===== src/rtl/core/pspc_pkg.sv =====
`default_nettype none
// ---------------------------------------------------------------------------
// pspc_pkg
// Shared types and codes for the periodic sampling phase controller.
// ---------------------------------------------------------------------------
package pspc_pkg;

   localparam int CPI_W = 39;

   typedef enum logic [2:0] {
      KIND_SET_CPI  = 3'd0,
      KIND_FF_ON    = 3'd1,
      KIND_FF_OFF   = 3'd2,
      KIND_RESET    = 3'd3,
      KIND_NOTHING  = 3'd4
   } kind_type;

   typedef enum logic [2:0] {
      REG_DETAILED  = 3'd0,
      REG_FF        = 3'd1,
      REG_SYNC      = 3'd2,
      REG_WARMUP    = 3'd3,
      REG_DWARMUP   = 3'd4,
      REG_DSYNC     = 3'd5,
      REG_DISPATCH  = 3'd6,
      REG_ONEIPC    = 3'd7
   } reg_type;

   // divider control bundle
   typedef struct packed {
      logic        start;
      logic [39:0] dividend;
      logic [31:0] divisor;
   } div_req_type;

   typedef struct packed {
      logic        done;
      logic [39:0] quotient;
   } div_rsp_type;

endpackage
`default_nettype wire


===== src/rtl/core/pspc_divider.sv =====
`default_nettype none
// ---------------------------------------------------------------------------
// pspc_divider
// Radix-2 restoring divider, one quotient bit per cycle, 40-bit quotient.
// ---------------------------------------------------------------------------
module pspc_divider (
   input  wire logic                 clock,
   input  wire logic                 reset,
   input  wire pspc_pkg::div_req_type div_req,
   output      pspc_pkg::div_rsp_type div_rsp
);
   import pspc_pkg::*;

   logic [39:0] quo_ff, quo_in;
   logic [32:0] rem_ff, rem_in;
   logic [31:0] dsr_ff, dsr_in;
   logic [5:0]  cnt_ff, cnt_in;
   logic        busy_ff, busy_in;
   logic        done_ff, done_in;
   logic [32:0] trial;

   always_comb begin
      quo_in  = quo_ff;
      rem_in  = rem_ff;
      dsr_in  = dsr_ff;
      cnt_in  = cnt_ff;
      busy_in = busy_ff;
      done_in = 1'b0;
      trial   = {rem_ff[31:0], quo_ff[39]};
      if (div_req.start) begin
         quo_in  = div_req.dividend;
         rem_in  = '0;
         dsr_in  = div_req.divisor;
         cnt_in  = 6'd40;
         busy_in = 1'b1;
      end else if (busy_ff) begin
         if (trial >= {1'b0, dsr_ff}) begin
            rem_in = trial - {1'b0, dsr_ff};
            quo_in = {quo_ff[38:0], 1'b1};
         end else begin
            rem_in = trial;
            quo_in = {quo_ff[38:0], 1'b0};
         end
         cnt_in = cnt_ff - 6'd1;
         if (cnt_ff == 6'd1) begin
            busy_in = 1'b0;
            done_in = 1'b1;
         end
      end
   end

   always_ff @(posedge clock) begin
      quo_ff <= quo_in;
      rem_ff <= rem_in;
      dsr_ff <= dsr_in;
      cnt_ff <= cnt_in;
      if (reset) begin
         busy_ff <= 1'b0;
         done_ff <= 1'b0;
      end else begin
         busy_ff <= busy_in;
         done_ff <= done_in;
      end
   end

   assign div_rsp.done     = done_ff;
   assign div_rsp.quotient = quo_ff;
endmodule
`default_nettype wire


===== src/rtl/core/periodic_sampling_phase_controller.sv =====
`default_nettype none
// ---------------------------------------------------------------------------
// periodic_sampling_phase_controller
// Detailed / fast-forward / warmup phase sequencer with per-core CPI history.
// ---------------------------------------------------------------------------
// Usage: requests enter on req_* (tvalid/tready); tuser is the operation
// (0 detailed tick, 1 fast-forward tick), tdata holds now_time, then the four
// measured CPIs, then the four core periods. Responses leave on rsp_*, with
// tlast marking the final response of a request. The user must write the
// registers on the csr_ APB port only while the block is idle (not enforced).
// Flow: a fast-forward tick passes from acceptance through the decide and chunk
// states, and through the tail state too when it ends with the reset/disable
// pair, then waits until its last response is taken. A detailed tick that ends
// an interval takes per core a push step, a read and an add step per held
// history entry to sum the ring, and two passes of the shared serial divider
// (mean, then period over dispatch width); an empty ring skips the mean pass,
// one-IPC mode skips both.
// req_tready is low from acceptance until the last response, if any, is taken;
// while the receiver stalls, the held response stays on rsp_tdata.
// Reset clears the phase state and the history fill counts; the history
// memory itself is not cleared, unwritten entries are never read.
// ---------------------------------------------------------------------------
module periodic_sampling_phase_controller #(
   parameter int CORES         = 4,
   parameter int HISTORY_DEPTH = 8
) (
   input  wire logic          clock,
   input  wire logic          reset,
   input  wire logic          req_tvalid,
   output      logic          req_tready,
   // now_time[63:0], measured_cpi_0..3, core_period_0..3
   input  wire logic [319:0]  req_tdata,
   // operation
   input  wire logic          req_tuser,
   output      logic          rsp_tvalid,
   input  wire logic          rsp_tready,
   // core_number[1:0], cpi_value[40:2], until_time[104:41], warmup_chunk[105],
   // sync_flag[106], zero pad
   output      logic [111:0]  rsp_tdata,
   // result_kind
   output      logic [2:0]    rsp_tuser,
   output      logic          rsp_tlast,
   input  wire logic          csr_psel,
   input  wire logic          csr_penable,
   input  wire logic          csr_pwrite,
   input  wire logic [4:0]    csr_paddr,
   input  wire logic [31:0]   csr_pwdata,
   output      logic [31:0]   csr_prdata,
   output      logic          csr_pready
);
   import pspc_pkg::*;

   localparam int CW = (CORES > 1) ? $clog2(CORES) : 1;
   localparam int HW = (HISTORY_DEPTH > 1) ? $clog2(HISTORY_DEPTH) : 1;
   localparam int FW = $clog2(HISTORY_DEPTH + 1);
   localparam int AW = (CORES * HISTORY_DEPTH > 1) ? $clog2(CORES * HISTORY_DEPTH) : 1;

   typedef enum logic [10:0] {
      ST_IDLE   = 11'b00000000001,
      ST_DECIDE = 11'b00000000010,
      ST_PUSH   = 11'b00000000100,
      ST_SUM    = 11'b00000001000,
      ST_MEAN   = 11'b00000010000,
      ST_LOW    = 11'b00000100000,
      ST_CLAMP  = 11'b00001000000,
      ST_CHUNK  = 11'b00010000000,
      ST_OUT    = 11'b00100000000,
      ST_WAITD  = 11'b01000000000,
      ST_TAIL   = 11'b10000000000
   } state_type;

   // configuration
   logic [31:0] det_int_ff, ff_int_ff, sync_int_ff, warm_int_ff, dwarm_int_ff;
   logic        dsync_ff, one_ipc_ff;
   logic [4:0]  disp_ff;
   logic        csr_wr;
   logic [2:0]  csr_idx;

   assign csr_pready = 1'b1;
   assign csr_wr     = csr_psel & csr_penable & csr_pwrite;
   assign csr_idx    = csr_paddr[4:2];

   always_ff @(posedge clock) begin
      if (reset) begin
         det_int_ff   <= '0;
         ff_int_ff    <= '0;
         sync_int_ff  <= 32'd1;
         warm_int_ff  <= '0;
         dwarm_int_ff <= '0;
         dsync_ff     <= 1'b0;
         disp_ff      <= 5'd4;
         one_ipc_ff   <= 1'b0;
      end else if (csr_wr && csr_paddr[1:0] == 2'b00) begin
         case (reg_type'(csr_idx))
            REG_DETAILED: det_int_ff   <= csr_pwdata;
            REG_FF:       ff_int_ff    <= csr_pwdata;
            REG_SYNC:     sync_int_ff  <= csr_pwdata;
            REG_WARMUP:   warm_int_ff  <= csr_pwdata;
            REG_DWARMUP:  dwarm_int_ff <= csr_pwdata;
            REG_DSYNC:    dsync_ff     <= csr_pwdata[0];
            REG_DISPATCH: disp_ff      <= csr_pwdata[4:0];
            REG_ONEIPC:   one_ipc_ff   <= csr_pwdata[0];
            default: ;
         endcase
      end
   end

   always_comb begin
      case (reg_type'(csr_idx))
         REG_DETAILED: csr_prdata = det_int_ff;
         REG_FF:       csr_prdata = ff_int_ff;
         REG_SYNC:     csr_prdata = sync_int_ff;
         REG_WARMUP:   csr_prdata = warm_int_ff;
         REG_DWARMUP:  csr_prdata = dwarm_int_ff;
         REG_DSYNC:    csr_prdata = {31'd0, dsync_ff};
         REG_DISPATCH: csr_prdata = {27'd0, disp_ff};
         REG_ONEIPC:   csr_prdata = {31'd0, one_ipc_ff};
         default:      csr_prdata = '0;
      endcase
   end

   // state
   state_type   st_ff, st_in;
   logic [63:0] pstart_ff, pstart_in;
   logic [32:0] ffleft_ff, ffleft_in;
   logic [31:0] wleft_ff, wleft_in;
   logic        pend_ff, pend_in;
   logic [FW-1:0] fill_ff [CORES];
   logic [HW-1:0] head_ff [CORES];
   logic [31:0] hist_mem [CORES*HISTORY_DEPTH];

   logic        op_ff;
   logic [319:0] dat_ff;
   logic [CW-1:0] core_ff, core_in;
   logic [HW-1:0] idx_ff, idx_in;
   logic [39:0] acc_ff, acc_in;
   logic [39:0] cpi_ff, cpi_in;
   logic [1:0]  tailn_ff, tailn_in;

   // output register
   logic        ov_ff, ov_in;
   kind_type    okind_ff, okind_in;
   logic [CW-1:0] ocore_ff, ocore_in;
   logic [38:0] ocpi_ff, ocpi_in;
   logic [63:0] ountil_ff, ountil_in;
   logic        owarm_ff, owarm_in, osync_ff, osync_in, olast_ff, olast_in;

   // history read and write ports
   logic [31:0] rd_data_ff;
   logic        wr_en;
   logic [31:0] wr_data;
   logic [AW-1:0] wr_addr, rd_addr;

   div_req_type div_req;
   div_rsp_type div_rsp;

   pspc_divider u_div (
      .clock  (clock),
      .reset  (reset),
      .div_req(div_req),
      .div_rsp(div_rsp)
   );

   logic [63:0] now;
   logic [31:0] meas, per;
   logic        past;
   logic [32:0] sync_eff;
   logic [32:0] chunk;
   logic [4:0]  dw_eff;
   logic [38:0] hi_bound;
   logic        meas_ok;

   assign now  = dat_ff[63:0];
   assign meas = dat_ff[64 + 32*core_ff +: 32];
   assign per  = dat_ff[192 + 32*core_ff +: 32];
   assign meas_ok  = (meas != 32'd0) && (meas != 32'hFFFF_FFFF);
   assign sync_eff = (sync_int_ff == 32'd0) ? 33'd1 : {1'b0, sync_int_ff};
   assign dw_eff   = (disp_ff == 5'd0) ? 5'd1 : disp_ff;
   assign hi_bound = {7'd0, per} * 39'd100;

   always_comb begin
      logic [64:0] s;
      s    = {1'b0, pstart_ff} + {33'd0, det_int_ff};
      past = !s[64] && (now > s[63:0]);
   end

   logic dw_past;
   always_comb begin
      logic [64:0] s;
      s       = {1'b0, pstart_ff} + {33'd0, dwarm_int_ff};
      dw_past = !s[64] && (now > s[63:0]);
   end

   always_comb begin
      chunk = '0;
      if (ffleft_ff != '0)
         chunk = (ffleft_ff < sync_eff) ? ffleft_ff : sync_eff;
      else
         chunk = ({1'b0, wleft_ff} < sync_eff) ? {1'b0, wleft_ff} : sync_eff;
   end

   assign wr_addr = AW'(core_ff * HISTORY_DEPTH + head_ff[core_ff]);
   assign rd_addr = AW'(core_ff * HISTORY_DEPTH + idx_ff);
   assign wr_data = meas;

   always_ff @(posedge clock) begin
      if (wr_en)
         hist_mem[wr_addr] <= wr_data;
      rd_data_ff <= hist_mem[rd_addr];
   end

   logic        accept;
   assign req_tready = (st_ff == ST_IDLE);
   assign accept     = req_tvalid & req_tready;

   always_comb begin
      st_in     = st_ff;
      pstart_in = pstart_ff;
      ffleft_in = ffleft_ff;
      wleft_in  = wleft_ff;
      pend_in   = pend_ff;
      core_in   = core_ff;
      idx_in    = idx_ff;
      acc_in    = acc_ff;
      cpi_in    = cpi_ff;
      tailn_in  = tailn_ff;
      ov_in     = ov_ff;
      okind_in  = okind_ff;
      ocore_in  = ocore_ff;
      ocpi_in   = ocpi_ff;
      ountil_in = ountil_ff;
      owarm_in  = owarm_ff;
      osync_in  = osync_ff;
      olast_in  = olast_ff;
      wr_en     = 1'b0;
      div_req   = '0;
      if (ov_ff && rsp_tready)
         ov_in = 1'b0;
      case (st_ff)
         ST_IDLE: begin
            if (accept) begin
               st_in = ST_DECIDE;
            end
         end
         ST_DECIDE: begin
            core_in = '0;
            if (!op_ff) begin
               if (past) begin
                  pend_in   = 1'b0;
                  ffleft_in = {1'b0, ff_int_ff};
                  wleft_in  = warm_int_ff;
                  st_in     = ST_PUSH;
               end else if (pend_ff && dw_past) begin
                  pend_in   = 1'b0;
                  ov_in     = 1'b1;
                  okind_in  = KIND_RESET;
                  ocore_in  = '0;
                  ocpi_in   = '0;
                  ountil_in = '0;
                  owarm_in  = 1'b0;
                  osync_in  = 1'b0;
                  olast_in  = 1'b1;
                  st_in     = ST_WAITD;
               end else begin
                  st_in = ST_IDLE;
               end
            end else begin
               st_in   = ST_CHUNK;
            end
         end
         ST_PUSH: begin
            if (one_ipc_ff) begin
               cpi_in = {8'd0, per};
               st_in  = ST_OUT;
            end else begin
               if (meas_ok) begin
                  wr_en = 1'b1;
               end
               idx_in = '0;
               acc_in = '0;
               st_in  = ST_SUM;
            end
         end
         ST_SUM: begin
            // each entry is read, then added from the registered data in the next cycle
            if (fill_ff[core_ff] == '0) begin
               cpi_in = {8'd0, per};
               div_req.start    = 1'b1;
               div_req.dividend = {8'd0, per};
               div_req.divisor  = {27'd0, dw_eff};
               st_in = ST_LOW;
            end else begin
               if (tailn_ff == 2'd1)
                  acc_in = acc_ff + {8'd0, rd_data_ff};
               if (tailn_ff == 2'd1 &&
                   FW'(idx_ff) == fill_ff[core_ff] - FW'(1)) begin
                  div_req.start    = 1'b1;
                  div_req.dividend = acc_ff + {8'd0, rd_data_ff};
                  div_req.divisor  = {{(32-FW){1'b0}}, fill_ff[core_ff]};
                  tailn_in = 2'd0;
                  st_in    = ST_MEAN;
               end else if (tailn_ff == 2'd1) begin
                  idx_in   = idx_ff + HW'(1);
                  tailn_in = 2'd0;
               end else begin
                  tailn_in = 2'd1;
               end
            end
         end
         ST_MEAN: begin
            if (div_rsp.done) begin
               cpi_in = div_rsp.quotient;
               div_req.start    = 1'b1;
               div_req.dividend = {8'd0, per};
               div_req.divisor  = {27'd0, dw_eff};
               st_in = ST_LOW;
            end
         end
         ST_LOW: begin
            if (div_rsp.done) begin
               if (cpi_ff < div_rsp.quotient)
                  cpi_in = div_rsp.quotient;
               else if (cpi_ff > {1'b0, hi_bound})
                  cpi_in = {1'b0, hi_bound};
               st_in = ST_OUT;
            end
         end
         ST_OUT: begin
            if (!ov_ff || rsp_tready) begin
               ov_in     = 1'b1;
               okind_in  = KIND_SET_CPI;
               ocore_in  = core_ff;
               ocpi_in   = cpi_ff[38:0];
               ountil_in = '0;
               owarm_in  = 1'b0;
               osync_in  = 1'b0;
               olast_in  = 1'b0;
               if (core_ff == CW'(CORES - 1)) begin
                  st_in = ST_CHUNK;
               end else begin
                  core_in = core_ff + CW'(1);
                  st_in   = ST_PUSH;
               end
            end
         end
         ST_CHUNK: begin
            if (!ov_ff || rsp_tready) begin
               ov_in    = 1'b1;
               ocore_in = '0;
               ocpi_in  = '0;
               owarm_in = 1'b0;
               osync_in = 1'b0;
               ountil_in = '0;
               if (ffleft_ff != '0 || wleft_ff != '0) begin
                  okind_in  = KIND_FF_ON;
                  ountil_in = now + {31'd0, chunk};
                  owarm_in  = (ffleft_ff == '0);
                  osync_in  = dsync_ff;
                  olast_in  = 1'b1;
                  if (ffleft_ff != '0)
                     ffleft_in = ffleft_ff - chunk;
                  else
                     wleft_in = wleft_ff - chunk[31:0];
                  if (!op_ff)
                     pstart_in = now;
                  st_in = ST_WAITD;
               end else if (!op_ff) begin
                  okind_in  = KIND_NOTHING;
                  olast_in  = 1'b1;
                  pstart_in = now;
                  st_in     = ST_WAITD;
               end else begin
                  okind_in  = KIND_RESET;
                  olast_in  = 1'b0;
                  pstart_in = now;
                  if (dwarm_int_ff != '0)
                     pend_in = 1'b1;
                  st_in = ST_TAIL;
               end
            end
         end
         ST_TAIL: begin
            if (!ov_ff || rsp_tready) begin
               ov_in    = 1'b1;
               okind_in = KIND_FF_OFF;
               olast_in = 1'b1;
               st_in    = ST_WAITD;
            end
         end
         ST_WAITD: begin
            if (!ov_ff || rsp_tready)
               st_in = ST_IDLE;
         end
         default: st_in = ST_IDLE;
      endcase
   end

   always_ff @(posedge clock) begin
      if (accept) begin
         op_ff  <= req_tuser;
         dat_ff <= req_tdata;
      end
      core_ff   <= core_in;
      idx_ff    <= idx_in;
      acc_ff    <= acc_in;
      cpi_ff    <= cpi_in;
      okind_ff  <= okind_in;
      ocore_ff  <= ocore_in;
      ocpi_ff   <= ocpi_in;
      ountil_ff <= ountil_in;
      owarm_ff  <= owarm_in;
      osync_ff  <= osync_in;
      olast_ff  <= olast_in;
      if (reset) begin
         st_ff     <= ST_IDLE;
         pstart_ff <= '0;
         ffleft_ff <= '0;
         wleft_ff  <= '0;
         pend_ff   <= 1'b0;
         ov_ff     <= 1'b0;
         tailn_ff  <= '0;
         for (int i = 0; i < CORES; i++) begin
            fill_ff[i] <= '0;
            head_ff[i] <= '0;
         end
      end else begin
         st_ff     <= st_in;
         pstart_ff <= pstart_in;
         ffleft_ff <= ffleft_in;
         wleft_ff  <= wleft_in;
         pend_ff   <= pend_in;
         ov_ff     <= ov_in;
         tailn_ff  <= tailn_in;
         if (wr_en) begin
            head_ff[core_ff] <= (head_ff[core_ff] == HW'(HISTORY_DEPTH - 1)) ?
                                '0 : head_ff[core_ff] + HW'(1);
            if (fill_ff[core_ff] != FW'(HISTORY_DEPTH))
               fill_ff[core_ff] <= fill_ff[core_ff] + FW'(1);
         end
      end
   end

   assign rsp_tvalid = ov_ff;
   assign rsp_tuser  = okind_ff;
   assign rsp_tlast  = olast_ff;
   assign rsp_tdata  = {5'd0, osync_ff, owarm_ff, ountil_ff, ocpi_ff,
                        2'(ocore_ff)};

`ifndef SYNTHESIS
   a_ready_idle: assert property (@(posedge clock) disable iff (reset)
      rsp_tvalid |-> !req_tready)
      else $error("request taken while a response is pending");
   a_hold: assert property (@(posedge clock) disable iff (reset)
      rsp_tvalid && !rsp_tready |=> rsp_tvalid && $stable(rsp_tdata))
      else $error("response dropped while stalled");
   a_busy: assert property (@(posedge clock) disable iff (reset)
      req_tvalid && req_tready |=> !req_tready)
      else $error("accepted while busy");
   a_fill: assert property (@(posedge clock) disable iff (reset)
      fill_ff[0] <= FW'(HISTORY_DEPTH))
      else $error("history fill overflow");
`endif
endmodule
`default_nettype wire

===== config.mk =====
export PLATFORM = sky130hd
export DESIGN_NAME = periodic_sampling_phase_controller
export DESIGN_NICKNAME = d
export VERILOG_FILES = /design/src/rtl/core/pspc_pkg.sv /design/src/rtl/core/pspc_divider.sv /design/src/rtl/core/periodic_sampling_phase_controller.sv
export SDC_FILE = /design/constraint.sdc
export NUM_CORES = 2
export LEC_CHECK = 0
export ABC_CLOCK_PERIOD_IN_PS = 11000
export BUFFER_PORTS_ARGS = -buffer_cell sky130_fd_sc_hd__buf_2
export CAP_MARGIN = 0
export CORE_ASPECT_RATIO = 1.1
export CORE_UTILIZATION = 40
export CTS_CLUSTER_SIZE = 20
export DETAILED_ROUTE_END_ITERATION = 8
export HOLD_SLACK_MARGIN = 0.12
export SLEW_MARGIN = 20
export SYNTH_ARGS = -nofsm -noshare
export SYNTH_HDL_FRONTEND = slang
export SYNTH_SLANG_ARGS = --single-unit
export TNS_END_PERCENT = 30

===== constraint.sdc =====
create_clock -name clock -period 11 [get_ports clock]
set_input_delay 0 -clock clock [delete_from_list [all_inputs] [get_ports clock]]
set_output_delay 0 -clock clock [all_outputs]
set_load 0.02 [all_outputs]

==> summary.log <==
INFO  clock_tree     insertion_delay=910ps
INFO  routing        via_to_cell_ratio=5.66
INFO  timing         grt_setup_unrepaired=false
INFO  timing         report.final.setup_viol=0
INFO  yosys          async_flop_share=0
INFO  timing         timing.fmax=121MHz
INFO  yosys          synth_edf_count=1614
INFO  run            drv.max_cap_violation_count=0
INFO  pwr            power.ir.vdd_worst=0.159mV
INFO  setup_path     worstReg2RegStart=dwarm_int_ff[0]
INFO  layout         area.growth.synth_to_final=21.4%
INFO  floorplanning  chipWidth=474µm
INFO  yosys          syn_avg_cell_area=12.8µm²
INFO  placed_design  final_wtd_congestion=0.973
INFO  timing         worst_slew_margin_rel=0.272
INFO  global_route   maximum_number_of_pins_on_one_net_before_global_route_repair=119
INFO  global_route   grt-ovfl-total=0
INFO  layout         post_route_cells_drive_above_1_share=0.160
INFO  floorplanning  placementRows=190
INFO  timing         final_hold_viol_count=0
INFO  yosys          netlist-cell-type-count=87
INFO  global_route   grt_antenna_before_repair=13
INFO  setup_path     cp-end-kind=register
INFO  clock_tree     cts.root.buffer_cell=clkbuf_16
INFO  setup_path     crit_start=dwarm_int_ff[0]
INFO  clock_tree     cts-root-to-sink-buffers=4
INFO  layout         fin_nets=9881
INFO  outcome        status=finished clean
INFO  min_path       holdCritStartpoint=req_tvalid
INFO  routing        drtIter0Drc=7025
INFO  floorplanning  floorplan.io_pins=516
INFO  timing         fin_tns_setup=0ps
INFO  timing         final_min_period_over_clock_period=0.752
INFO  floorplanning  initial_core_util=0.403
INFO  timing         worst_pin_slew=1090ps
INFO  global_route   grt_pass1_wl=459mm
INFO  yosys          synth_area=98200µm²
INFO  min_path       classification_of_the_worst_slack_hold_path=input port to register
INFO  clock_tree     numCtsBuffers=219
INFO  yosys          synth_cells=7675
INFO  pwr            total_leakage_power=44.2nW
INFO  timing         post-route-min-period=8280ps
INFO  routing        detail_route.first_pass.iterations=6
INFO  routing        wl=315mm
INFO  routing        route.detailed.drc=0
INFO  floorplanning  core=244000µm²
INFO  placed_design  place_area=105000µm²
INFO  clock_tree     cts_tree=built
INFO  routing        wl_per_cell=25.5µm
INFO  setup_path     critical_path_required=11480ps
INFO  layout         filler_cell_count=21207
INFO  placed_design  hpwlAfterDp=208mm
INFO  setup_path     worstSetupStartpointType=register
INFO  yosys          ys_seq_elements=1997
INFO  setup_path     cp.arrival=8760ps
INFO  pwr            power_density=190nW/µm²
INFO  placed_design  placement.io_buffers=509
INFO  timing         report.final.slew_viol_count=0
INFO  setup_path     worstSetupPathType=register to register
INFO  floorplanning  die_h=522µm
INFO  routing        ant_nets=0
INFO  timing         timing.clock.skew=76.8ps
INFO  yosys          ys.warnings.count=0
INFO  yosys          yosysSeqAreaShare=0.572
INFO  yosys          dominantRegCellSynth=edfxtp_1
INFO  timing         timing.final.ws_setup=2720ps
INFO  layout         layout.cell_area.non_filler=119000µm²
INFO  floorplanning  dieArea=247000µm²
INFO  clock_tree     cts.sink_count=1997
INFO  timing         hold_slack=203ps
INFO  global_route   number_of_global_route_vias_before_repair=69582
INFO  placed_design  placement.setup.worst_slack=2680ps
INFO  setup_path     critical_path_peak_fanout=93
INFO  clock_tree     htreeDepth=4
INFO  global_route   grtUsageTotal=0.249
INFO  clock_tree     clk_pin_slew=60ps
INFO  clock_tree     post_cts_buffers=0
INFO  routing        detailroute.via_count=69902
INFO  clock_tree     cts.repair.resized=0
-- state kept, by name, indices dropped and copies added, names as in the netlist, 32 cells and up, named ones only --
name	cells
hist_mem	1024
dat_ff	320
ountil_ff	64
pstart_ff	64
acc_ff	40
cpi_ff	40
u_div.quo_ff	40
ocpi_ff	39
ffleft_ff	33
det_int_ff	32
dwarm_int_ff	32
ff_int_ff	32
rd_data_ff	32
sync_int_ff	32
u_div.rem_ff	32
warm_int_ff	32
wleft_ff	32
-- critical path: stages (launching register included) --
cell and delay (ps):
dfxtp_1 370, ha_1 190, inv_1 60, fa_1 380
nand2b_1 180, a211o_1 280, a21oi_1 330, a31oi_1 280
o21ai_0 230, a21oi_1 90, a21oi_1 250, or2_2 330
nand3_1 340, nor2b_1 290, xnor2_1 90, ha_1 320
nand3_1 80, nor2_1 160, nand4_1 190, or4b_2 710
or4_1 650, nor4_1 360, a21oi_1 120, a211oi_1 440
nand2_1 190, o21ai_4 310, buf_12 500
-- layout by cell type, fill, tap and decap left out, types with 174 or more instances in the layout --
master	count
a21oi_1	571
buf_2	508
clkbuf_16	222
dfxtp_1	382
dlygate4sd3_1	724
edfxtp_1	1614
ha_1	578
inv_1	334
mux4_2	391
nand2_1	872
nor2_1	440
o21ai_0	211
xor2_1	174
-- stage by stage --
stage / std cells / util / power (W)
2_1_floorplan: 7680 / - / 0.0132
3_3_place_gp: 11221 / 0.430 / 0.0150
3_5_place_dp: 11221 / 0.430 / 0.0150
4_1_cts: 12338 / 0.489 / 0.0227
5_1_grt: 12342 / 0.489 / 0.0237
6_report: 12344 / 0.489 / 0.0227
-- final timing paths --
kind / endpoint / slack (ps) / cells past startpoint
setup / recovery: ocpi_ff[26] / 2720 / 26
hold / removal: st_ff[0] / 200 / 4
setup reg to reg: ocpi_ff[26] / 2720 / 26
hold reg to reg: pstart_ff[59] / 460 / 2
-- cell usage after synthesis, types with 34 or more instances --
cell | n | share of area
a22oi_1 | 39 | 0.0030
edfxtp_1 | 1614 | 0.49
dfxtp_1 | 383 | 0.078
fa_1 | 34 | 0.0069
o211ai_1 | 42 | 0.0032
nand3_1 | 118 | 0.0060
nand2_1 | 875 | 0.033
buf_1 | 50 | 0.0019
a21o_1 | 164 | 0.013
mux2i_1 | 61 | 0.0062
a211oi_1 | 78 | 0.0060
xnor2_1 | 153 | 0.014
mux4_2 | 391 | 0.090
o221ai_1 | 42 | 0.0037
nor3_1 | 76 | 0.0039
nor2b_1 | 64 | 0.0041
nand2b_1 | 68 | 0.0043
nand4_1 | 91 | 0.0058
o21a_1 | 99 | 0.0076
ha_1 | 578 | 0.074
clkbuf_1 | 295 | 0.011
and3_1 | 49 | 0.0031
o21ai_0 | 212 | 0.011
nor2_1 | 474 | 0.018
nor4_1 | 63 | 0.0040
inv_1 | 335 | 0.013
xor2_1 | 174 | 0.016
a21oi_1 | 571 | 0.029
and2_1 | 77 | 0.0049
-- timing repair --
item | 4_1_cts | 5_1_grt
setup endpoints to repair | 0 | 0
endpoints found under the hold margin | 615 | 0
hold buffers | 725 | 0
-- power by group --
| part | switching (W) | total (W) | internal (W) |
|---|---|---|---|
| Sequential | 0.000171 | 0.00872 | 0.00855 |
| Clock | 0.00309 | 0.00743 | 0.00434 |
| Combinational | 0.00399 | 0.00653 | 0.00254 |
-- layer usage --
metal,wire length (µm),global-route usage
met5,13,0
met4,13700,0.0996
met3,21400,0.0346
met2,151000,0.417
met1,129000,0.325
-- area by class of cell --
class,instances,area [µm²],share of cell area
Antenna cell,5,12.5,0.000105
Clock buffer,271,5840,0.0490
Clock inverter,121,1280,0.0107
Inverter,337,1270,0.0106
Multi-Input combinational cell,4991,39800,0.334
Sequential cell,1997,56100,0.471
Tap cell,3264,4080,0.0342
Timing Repair Buffer,1358,10800,0.0909
-- cell families after synthesis --
| kind of cell | count (synthesis) | share of synthesized area |
|---|---|---|
| compound gates | 1517 | 0.0987 |
| mux | 453 | 0.0960 |
| simple gates | 2075 | 0.0971 |
| buf+inv | 692 | 0.0268 |
| flops | 1997 | 0.572 |
| other cells | 2 | 0.0000765 |
| xor+xnor | 327 | 0.0292 |
| fa+ha+maj | 612 | 0.0806 |
Note: power is estimated with default switching activity, not from simulation.
